**src/design/ucd_pkg.sv**
```systemverilog
// shared types and constants for the utf-8 codepoint decoder
// no dependencies

package ucd_pkg;

   localparam int unsigned CpWidth    = 21;
   localparam int unsigned ByteWidth  = 8;
   localparam int unsigned PendWidth  = 2;
   localparam int unsigned FifoDepth  = 4;
   localparam int unsigned FifoAw     = $clog2(FifoDepth);
   localparam int unsigned FifoCw     = $clog2(FifoDepth + 1);

   localparam logic [CpWidth-1:0] ReplValue = CpWidth'(8'h7F);

   typedef enum logic {
      ACT_DATA = 1'b0,
      ACT_END  = 1'b1
   } action_type;

   typedef struct packed {
      logic [CpWidth-1:0] out_value;
      logic               needs_mapping;
      logic               last_of_run;
   } result_type;

   typedef struct packed {
      logic [1:0] count;
      result_type first;
      result_type second;
   } result_pair_type;

endpackage

```
**src/design/ucd_decode.sv**
```systemverilog
// per-byte decode: holds the partial codepoint and pending count
// produces up to two result beats per item; uses ucd_pkg

module ucd_decode (
   input  logic                              clock,
   input  logic                              reset,
   input  logic                              item_valid,
   input  logic                              item_action,
   input  logic [ucd_pkg::ByteWidth-1:0]     item_byte,
   output ucd_pkg::result_pair_type          results
);

   logic [ucd_pkg::CpWidth-1:0]   partial_ff, partial_in;
   logic [ucd_pkg::PendWidth-1:0] pending_ff, pending_in;
   logic                          first_repl;
   logic                          main_valid;
   ucd_pkg::result_type           main_res;
   ucd_pkg::result_type           repl_res;
   logic [ucd_pkg::CpWidth-1:0]   shifted;

   always_comb begin
      repl_res.out_value     = ucd_pkg::ReplValue;
      repl_res.needs_mapping = 1'b0;
      repl_res.last_of_run   = 1'b0;
      shifted = {partial_ff[ucd_pkg::CpWidth-7:0], item_byte[5:0]};

      partial_in = partial_ff;
      pending_in = pending_ff;
      first_repl = 1'b0;
      main_valid = 1'b0;
      main_res   = repl_res;

      if (ucd_pkg::action_type'(item_action) == ucd_pkg::ACT_END) begin
         first_repl = (pending_ff != '0);
         partial_in = '0;
         pending_in = '0;
      end else if (item_byte[7] == 1'b0) begin
         first_repl = (pending_ff != '0);
         main_valid = 1'b1;
         main_res.out_value = ucd_pkg::CpWidth'(item_byte);
         pending_in = '0;
      end else if (item_byte[7:6] == 2'b10) begin
         if (pending_ff == '0) begin
            main_valid = 1'b1;
         end else begin
            partial_in = shifted;
            pending_in = pending_ff - 1'b1;
            if (pending_ff == 2'd1) begin
               main_valid = 1'b1;
               main_res.out_value     = shifted;
               main_res.needs_mapping = 1'b1;
            end
         end
      end else begin
         first_repl = (pending_ff != '0);
         priority if (item_byte[7:5] == 3'b110) begin
            partial_in = ucd_pkg::CpWidth'(item_byte[4:0]);
            pending_in = 2'd1;
         end else if (item_byte[7:4] == 4'b1110) begin
            partial_in = ucd_pkg::CpWidth'(item_byte[3:0]);
            pending_in = 2'd2;
         end else if (item_byte[7:3] == 5'b11110) begin
            partial_in = ucd_pkg::CpWidth'(item_byte[2:0]);
            pending_in = 2'd3;
         end else begin
            main_valid = 1'b1;
            pending_in = '0;
         end
      end

      results.first  = repl_res;
      results.second = main_res;
      results.count  = 2'd0;
      if (first_repl && main_valid) begin
         results.count = 2'd2;
         results.second.last_of_run = 1'b1;
      end else if (first_repl) begin
         results.count = 2'd1;
         results.first.last_of_run = 1'b1;
      end else if (main_valid) begin
         results.count = 2'd1;
         results.first = main_res;
         results.first.last_of_run = 1'b1;
      end
      if (!item_valid) begin
         results.count = 2'd0;
      end
   end

   always_ff @(posedge clock) begin
      if (reset) begin
         partial_ff <= '0;
         pending_ff <= '0;
      end else if (item_valid) begin
         partial_ff <= partial_in;
         pending_ff <= pending_in;
      end
   end

   a_end_clears: assert property (@(posedge clock) disable iff (reset)
      (item_valid && item_action) |=> (pending_ff == '0 && partial_ff == '0))
      else $error("end of string did not clear decode state");

endmodule

```
**src/design/ucd_result_fifo.sv**
```systemverilog
// result queue: takes up to two beats per cycle, gives one per cycle while out_stall is low
// uses ucd_pkg

module ucd_result_fifo (
   input  logic                     clock,
   input  logic                     reset,
   input  ucd_pkg::result_pair_type push,
   output logic                     room,
   output logic                     out_valid,
   input  logic                     out_stall,
   output ucd_pkg::result_type      out_beat
);

   ucd_pkg::result_type               mem_ff [ucd_pkg::FifoDepth];
   logic [ucd_pkg::FifoAw-1:0]        wr_ptr_ff, wr_ptr_in;
   logic [ucd_pkg::FifoAw-1:0]        rd_ptr_ff, rd_ptr_in;
   logic [ucd_pkg::FifoCw-1:0]        count_ff, count_in;
   logic [ucd_pkg::FifoAw-1:0]        wr_ptr_next;
   logic                              pop;

   assign out_valid   = (count_ff != '0);
   assign out_beat    = mem_ff[rd_ptr_ff];
   assign room        = (count_ff <= ucd_pkg::FifoCw'(ucd_pkg::FifoDepth - 2));
   assign pop         = out_valid && !out_stall;
   assign wr_ptr_next = wr_ptr_ff + 1'b1;

   always_comb begin
      wr_ptr_in = wr_ptr_ff + ucd_pkg::FifoAw'(push.count);
      rd_ptr_in = rd_ptr_ff + ucd_pkg::FifoAw'(pop);
      count_in  = count_ff + ucd_pkg::FifoCw'(push.count) - ucd_pkg::FifoCw'(pop);
   end

   always_ff @(posedge clock) begin
      if (reset) begin
         wr_ptr_ff <= '0;
         rd_ptr_ff <= '0;
         count_ff  <= '0;
      end else begin
         wr_ptr_ff <= wr_ptr_in;
         rd_ptr_ff <= rd_ptr_in;
         count_ff  <= count_in;
      end
   end

   always_ff @(posedge clock) begin
      if (push.count != 2'd0) begin
         mem_ff[wr_ptr_ff] <= push.first;
      end
      if (push.count == 2'd2) begin
         mem_ff[wr_ptr_next] <= push.second;
      end
   end

   a_no_overflow: assert property (@(posedge clock) disable iff (reset)
      count_ff <= ucd_pkg::FifoCw'(ucd_pkg::FifoDepth))
      else $error("result queue overflow");

   a_push_needs_room: assert property (@(posedge clock) disable iff (reset)
      (push.count != 2'd0) |-> room)
      else $error("beats pushed without room");

   a_pop_only: assert property (@(posedge clock) disable iff (reset)
      (pop && push.count == 2'd0) |=> (count_ff == $past(count_ff) - 1'b1))
      else $error("queue count wrong after pop");

endmodule

```
**src/design/utf8_codepoint_decoder.sv**
```systemverilog
// utf-8 codepoint decoder top level
// depends on ucd_pkg, ucd_decode and ucd_result_fifo
//
// usage:
//  req channel: one beat per byte (req_action = 0) or an end-of-string
//  beat (req_action = 1). a beat is taken when req_valid is high and
//  req_stall is low.
//  rsp channel: zero, one or two beats per request beat; rsp_last_of_run
//  marks the final beat caused by a request. rsp_needs_mapping marks a
//  completed multi-byte codepoint.
//  path: a taken request beat goes into the input register, then is decoded
//  into the result queue once it has room, from which its first result beat is offered.
//  throughput: one request beat per cycle while each gives at most one
//  result and rsp_stall is low; a request giving two results is limited by
//  the single read port of the four-entry result queue.
//  stall: when rsp_stall holds, results collect in the queue; once fewer
//  than two entries are free the input register holds and req_stall rises.
//  reset: synchronous; clears the partial codepoint, pending count, the
//  input register's valid flag and the result queue's pointers and count.

module utf8_codepoint_decoder (
   input  logic                             clock,
   input  logic                             reset,
   input  logic                             req_valid,
   output logic                             req_stall,
   input  logic                             req_action,
   input  logic [ucd_pkg::ByteWidth-1:0]    req_in_byte,
   output logic                             rsp_valid,
   input  logic                             rsp_stall,
   output logic [ucd_pkg::CpWidth-1:0]      rsp_out_value,
   output logic                             rsp_needs_mapping,
   output logic                             rsp_last_of_run
);

   logic                          in_valid_ff, in_valid_in;
   logic                          in_action_ff;
   logic [ucd_pkg::ByteWidth-1:0] in_byte_ff;
   logic                          room;
   logic                          advance;
   logic                          accept;
   ucd_pkg::result_pair_type      results;
   ucd_pkg::result_type           out_beat;

   assign advance   = in_valid_ff && room;
   assign req_stall = in_valid_ff && !room;
   assign accept    = req_valid && !req_stall;

   always_comb begin
      in_valid_in = in_valid_ff;
      if (accept) begin
         in_valid_in = 1'b1;
      end else if (advance) begin
         in_valid_in = 1'b0;
      end
   end

   always_ff @(posedge clock) begin
      if (reset) begin
         in_valid_ff <= 1'b0;
      end else begin
         in_valid_ff <= in_valid_in;
      end
   end

   always_ff @(posedge clock) begin
      if (accept) begin
         in_action_ff <= req_action;
         in_byte_ff   <= req_in_byte;
      end
   end

   ucd_decode u_decode (
      .clock       (clock),
      .reset       (reset),
      .item_valid  (advance),
      .item_action (in_action_ff),
      .item_byte   (in_byte_ff),
      .results     (results)
   );

   ucd_result_fifo u_fifo (
      .clock     (clock),
      .reset     (reset),
      .push      (results),
      .room      (room),
      .out_valid (rsp_valid),
      .out_stall (rsp_stall),
      .out_beat  (out_beat)
   );

   assign rsp_out_value     = out_beat.out_value;
   assign rsp_needs_mapping = out_beat.needs_mapping;
   assign rsp_last_of_run   = out_beat.last_of_run;

endmodule

```
**config.mk**
```make
export PLATFORM = sky130hd
export DESIGN_NAME = utf8_codepoint_decoder
export DESIGN_NICKNAME = d
export VERILOG_FILES = /design/src/design/ucd_pkg.sv /design/src/design/ucd_decode.sv /design/src/design/ucd_result_fifo.sv /design/src/design/utf8_codepoint_decoder.sv
export SDC_FILE = /design/constraint.sdc
export NUM_CORES = 1
export LEC_CHECK = 0
export BUFFER_PORTS_ARGS = -buffer_cell sky130_fd_sc_hd__buf_2
export CORE_UTILIZATION = 38
export DETAILED_ROUTE_END_ITERATION = 10
export PLACE_DENSITY = 0.6
export REMOVE_ABC_BUFFERS = 1
export SETUP_SLACK_MARGIN = 0.1
export SYNTH_ARGS = -nofsm -noshare
export SYNTH_HDL_FRONTEND = slang
export SYNTH_SLANG_ARGS = --single-unit
```
**constraint.sdc**
```tcl
create_clock -name clock -period 3.4 [get_ports clock]
set_input_delay 0.34 -clock clock [delete_from_list [all_inputs] [get_ports clock]]
set_output_delay 0.34 -clock clock [all_outputs]
set_load 0.05 [all_outputs]
```
# Yosys cells after proc, flatten, opt, wreduce, memory -nomap -nowiden
# Memories as Yosys holds them, arrays and structs flattened. A register that Yosys moved wholly into a read port is not among the register bits.
# Index checks and enable logic that the tools add are counted.
dict set report totals {
  ff_bits 34
  ramBits 92
  inputBits 13
  elab_cells 87
  mem_count 1
}
# memory depth width read_ports rd_ports_with_merged_regs write_ports line_no
set memory_table {}
lappend memory_table {u_fifo.mem_ff 4 23 1 1 2 ucd_result_fifo.sv:14} ;# ucd_pkg::result_type mem_ff [ucd_pkg::FifoDepth];
dict set report op_classes {
  n_addsub 6
  n_lt_le_gt_ge 1
  n_eq_ne 8
  mux 46
  n_reduce_logical 17
}
# op count
set ops {}
lappend ops {{22-bit 2-to-1 mux} 5}
lappend ops {{15-bit 2-to-1 mux} 7}
lappend ops {{24-bit 2-to-1 mux} 1}
lappend ops {{23-bit 2-to-1 mux} 1}
lappend ops {{2-bit 2-to-1 mux} 11}
lappend ops {{21-bit 2-to-1 mux} 1}
lappend ops {{1-bit 2-to-1 mux} 20}
lappend ops {{2-bit nonzero test} 4}
lappend ops {{5-bit == test, second input constant} 1}
lappend ops {{1-bit logical AND} 5}
lappend ops {{5-bit nonzero test} 1}
lappend ops {{2-bit == test, second input constant} 2}
lappend ops {{4-bit == test, second input constant} 1}
lappend ops {{4-bit inequality test, second input constant} 1}
lappend ops {{4-bit AND reduction} 1}
lappend ops {{3-bit by 2-bit adder with 3-bit output} 1}
lappend ops {{3-bit == test, second input constant} 1}
lappend ops {{3-bit by 2-bit <= comparator with 1-bit output, second input constant} 1}
lappend ops {{1-bit logical NOT} 3}
lappend ops {{3-bit inequality test, second input constant} 1}
lappend ops {{3-bit nonzero test} 1}
lappend ops {{3-bit by 1-bit subtractor with 3-bit output} 1}
lappend ops {{2-bit by 1-bit adder with 2-bit output} 1}
lappend ops {{2-bit by 1-bit adder with 2-bit output, second input constant} 1}
lappend ops {{other kinds (5)} 5}

# Depth between registers and ports, before layout
dict set report logic_depth {
  ltp_word 14
  depth_mapped 14
}

# Hierarchy
# A second synthesis with hierarchy kept.
dict set report hier_totals {
  cells_unflattened 407
  area_unflattened_um2 6491.2
}
# mod n_inst cells_per_inst area_each_um2 seq_area_each_um2
set by_module_without_submodules {}
lappend by_module_without_submodules {ucd_result_fifo 1 271 5093.6 2902.8}
lappend by_module_without_submodules {ucd_decode 1 122 1071.0 340.3}
lappend by_module_without_submodules {utf8_codepoint_decoder 1 14 326.6 290.3}

# Least setup slack after synthesis
# No wires, ideal clock.
dict set report synth_path {
  kind {reg2reg}
  startpoint {register u_decode.pending_ff[0] (netlist name)}
  endpoint {memory u_fifo.mem_ff[2][0] (netlist name) (enable)}
  arrival_time_ps 3195
  t_required_ps 2997
  setup_slack_ps -198
  path_stages_with_launch 10
  n_path_buf 1
  period_less_slack_ps 3598
  path_cell_list {dfxtp_1 -> inv_1 -> ha_1 -> nor2_1 -> ha_1 -> clkbuf_8 -> nor2_1 -> nor2_1 -> a22oi_1 -> nor2_1}
}
# item line_no
set synth_rtl {}
lappend synth_rtl {{start, declared} ucd_decode.sv:14} ;# logic [ucd_pkg::PendWidth-1:0] pending_ff, pending_in;
lappend synth_rtl {{start signal, assigned} ucd_decode.sv:96} ;# pending_ff <= pending_in;
lappend synth_rtl {{end, declared} ucd_result_fifo.sv:14}

==> results.md <==
- Max-Cap Viols: 0
- Clk buf depth: 2
- Cell Chain, Critical Path: inv_1 -> ha_1 -> nor4b_1 -> a311o_1 -> inv_1 -> ha_1 -> and2b_4 -> o21ai_0 -> nor2_2 -> buf_4
- Final HPWL DP: 7700 um
- Total track usage: between 10% and 20%
- Worst path arrival time: 3120 ps
- Quantity of gates resized following cts: 0
- Min-delay worst type: primary input to flip-flop
- Crit path buffers/inverters: 3
- Antenna fix cells: 0
- Fmax: between 300 and 400 MHz
- Ys Warns: 0
- Die area: approximately 16,000 um2
- CTS clk-pin slew, worst paths: around 50 ps
- Share of post-route cells with drive strength above 1: ~28%
- Tcrit/Tclk final: ~89%
- Final Critical Period: 3040 ps
- Clock Root Buffer: clkbuf_16
- First-pass GRT wire length: 19,100 um
- #FFs+latches synth: between 100 and 150
- Yosys cell types: 58
- Post-synth EDFFs: ~100
- Largest delay share family, worst path: simple AND/OR/NAND/NOR gates
- Worst Setup End Kind: flip-flop
- Vias per cell: 5.10
- Async SR Flop Fraction: 0%
- Row count: 44
- Worst-skew pair later-pin latency: 420 ps
- Main synth FF type: edfxtp_1
- Avg WL per Cell: about 17 um
- CTS tree: yes
- Total power draw: 4.71 mW
- Cell taking the most area after synthesis: edfxtp_1
- Crit start category: flip-flop
- Area grow syn2layout: 16.5%
- CTS Hold Bufs: 0
- Most frequent cells in the layout: edfxtp_1, nor2_1, nand2_1, buf_2, dfxtp_1
- Post-DRT Antenna Nets: 0
- Fin Clk Skew: ~12 ps
- Post-CTS setup buffer count: 0
- Final count of negative-setup-slack endpoints: 0
- DR pass1 iterations: 4
- Core Area: between 10,000 and 15,000 um2
- Pwr Density: between 600 and 700 nW/um2
- Total global routing overflow: 0
- Worst slew pin tran: 841 ps
- Chip Width: 126 um
- Die height: around 130 um
- Pre-CTS WS: 264 ps
- Vias: approximately 3,500
- Slew Limit Fails: 0
- PnR worst setup slack: ~360 ps
- # DRC: 0
- Largest net degree at the start of global routing: 29
- Unrepaired setup endpoints after global routing: no
- CTS buffer count: 17
- Clock Sinks: around 130
- I/O pin cnt: 38
- Initial antenna violation count: 0
- Gpl congestion: 0.773
- Pleak: 2.35 nW
- Final Core Density: between 40% and 50%
- Worst-path fanout max: 23
- Drt total wl: approximately 12,000 um
- Vias in the first global route: roughly 3,600
- CP required: between 3000 and 4000 ps
- Slew margin rel.: a little over two fifths
- Non-filler cells, final: 680
- Sequential area share after synthesis: 60.7%
- Critical path class: flip-flop to flip-flop
- Synth top area share: between 50% and 60%
- # nets final: a little over 500
- Slowest CP cell: dfxtp_1
- Syn Area/Cell: around 13 um2
- Initial core utilization: slightly below 40%
- Max VDD drop: between 0.2 and 0.3 mV
- Most common cell after layout, fill and taps aside: edfxtp_1
- Status: completed
- Dpl cells: 648
- Initial DRC Count: 299
- H-tree Lvls: 4
- Synthesized area: about 5800 um2
- Syn Inst Count: ~440
- Port bufs: 37
- Endpoints failing hold: 0
- Synth top area cells: edfxtp_1, mux4_2, dfxtp_1
- Critical Path Max Stage Delay: ~370 ps
cells by family (layout without fill, tap and decap cells):
group	after synthesis	count (layout)	synth area share [%]
AOI/OAI and AO/OA	40	40	5.44
xor gates and xnor gates	5	5	0.752
adders and majority gates	9	9	2.06
buffers and inverters	34	94	3.89
DFF	126	126	60.7
muxes	25	25	9.24
and+or+nand+nor	197	197	18.0
stage by stage:
| stage | setup TNS (ps) | hold WS [ps] | instance area, um2 |
|---|---|---|---|
| 3_3_place_gp | 0 | 446 | 6190 |
| 4_1_cts | 0 | 78.4 | 6780 |
| 6_report | 0 | 97.1 | 6780 |
| 3_5_place_dp | 0 | 461 | 6190 |
| 5_1_grt | 0 | 79.3 | 6780 |
| 2_1_floorplan | -29940 | 407 | 5630 |
worst reg2reg max path, cell delays in order, from the launching register on:
cell	delay, ps
dfxtp_1	370
inv_1	60
ha_1	290
nor4b_1	350
a311o_1	200
inv_1	50
ha_1	360
and2b_4	370
o21ai_0	180
nor2_2	120
buf_4	340
registers in the layout (all words and copies together) (netlist names):
| name | flops |
|---|---|
| in_byte_ff | 8 |
| u_fifo.rd_ptr_ff | 2 |
| in_action_ff | 1 |
| u_fifo.mem_ff | 92 |
| u_fifo.wr_ptr_ff | 2 |
| u_decode.pending_ff | 2 |
| in_valid_ff | 1 |
| u_fifo.count_ff | 3 |
| u_decode.partial_ff | 15 |
power breakdown:
part | switching, mW | leakage [nW] | internal [mW] | total, mW
Combinational | 0.765 | 0.953 | 0.386 | 1.15
Clock | 0.615 | 0.290 | 1.17 | 1.79
Sequential | 0.0473 | 1.11 | 1.72 | 1.77
Total | 1.43 | 2.35 | 3.28 | 4.71
cell type report:
type                            instances  area, um2
Multi-Input combinational cell        276       2080
Sequential cell                       126       3530
Fill cell                            1335       7970
Timing Repair Buffer                   53        318
Inverter                                9       33.8
Tap cell                              184        230
Clock inverter                          6       81.3
Clock buffer                           26        509
metal layers:
layer	part of all wire [%]	track usage, %	wire, um	up-vias
met1	44	19.6	5130	1702
met4	1.5	7.58	174	0
met3	4.1	4.29	476	11
met5	0	0	0	-
met2	51	27.4	5930	77
li1	-	-	-	1679
synthesized netlist by cell type (4+ instances only):
cell type	number
buf_6	4
buf_2	7
nand2_1	37
nand2b_1	16
clkbuf_1	9
and2_1	4
ha_1	8
nand4_1	11
a21oi_1	6
nor2b_1	8
edfxtp_1	101
nand2_2	8
dfxtp_1	25
o21ai_0	12
nor2_2	5
inv_1	9
nor2_1	77
mux4_2	23
o31ai_4	4
xnor2_1	5
o21a_1	4
nand4b_1	5
worst paths after layout:
kind | start | to | slack, ps | cells after the start
setup / recovery | u_decode.pending_ff[0] | u_fifo.mem_ff[3][2] | 360 | 10
hold / removal | req_in_byte[5] | in_byte_ff[5] | 100 | 1
setup reg to reg | u_decode.pending_ff[0] | u_fifo.mem_ff[3][2] | 360 | 10
hold reg to reg | u_decode.pending_ff[1] | u_decode.pending_ff[1] | 470 | 2
(Power assumes the default switching activity.)
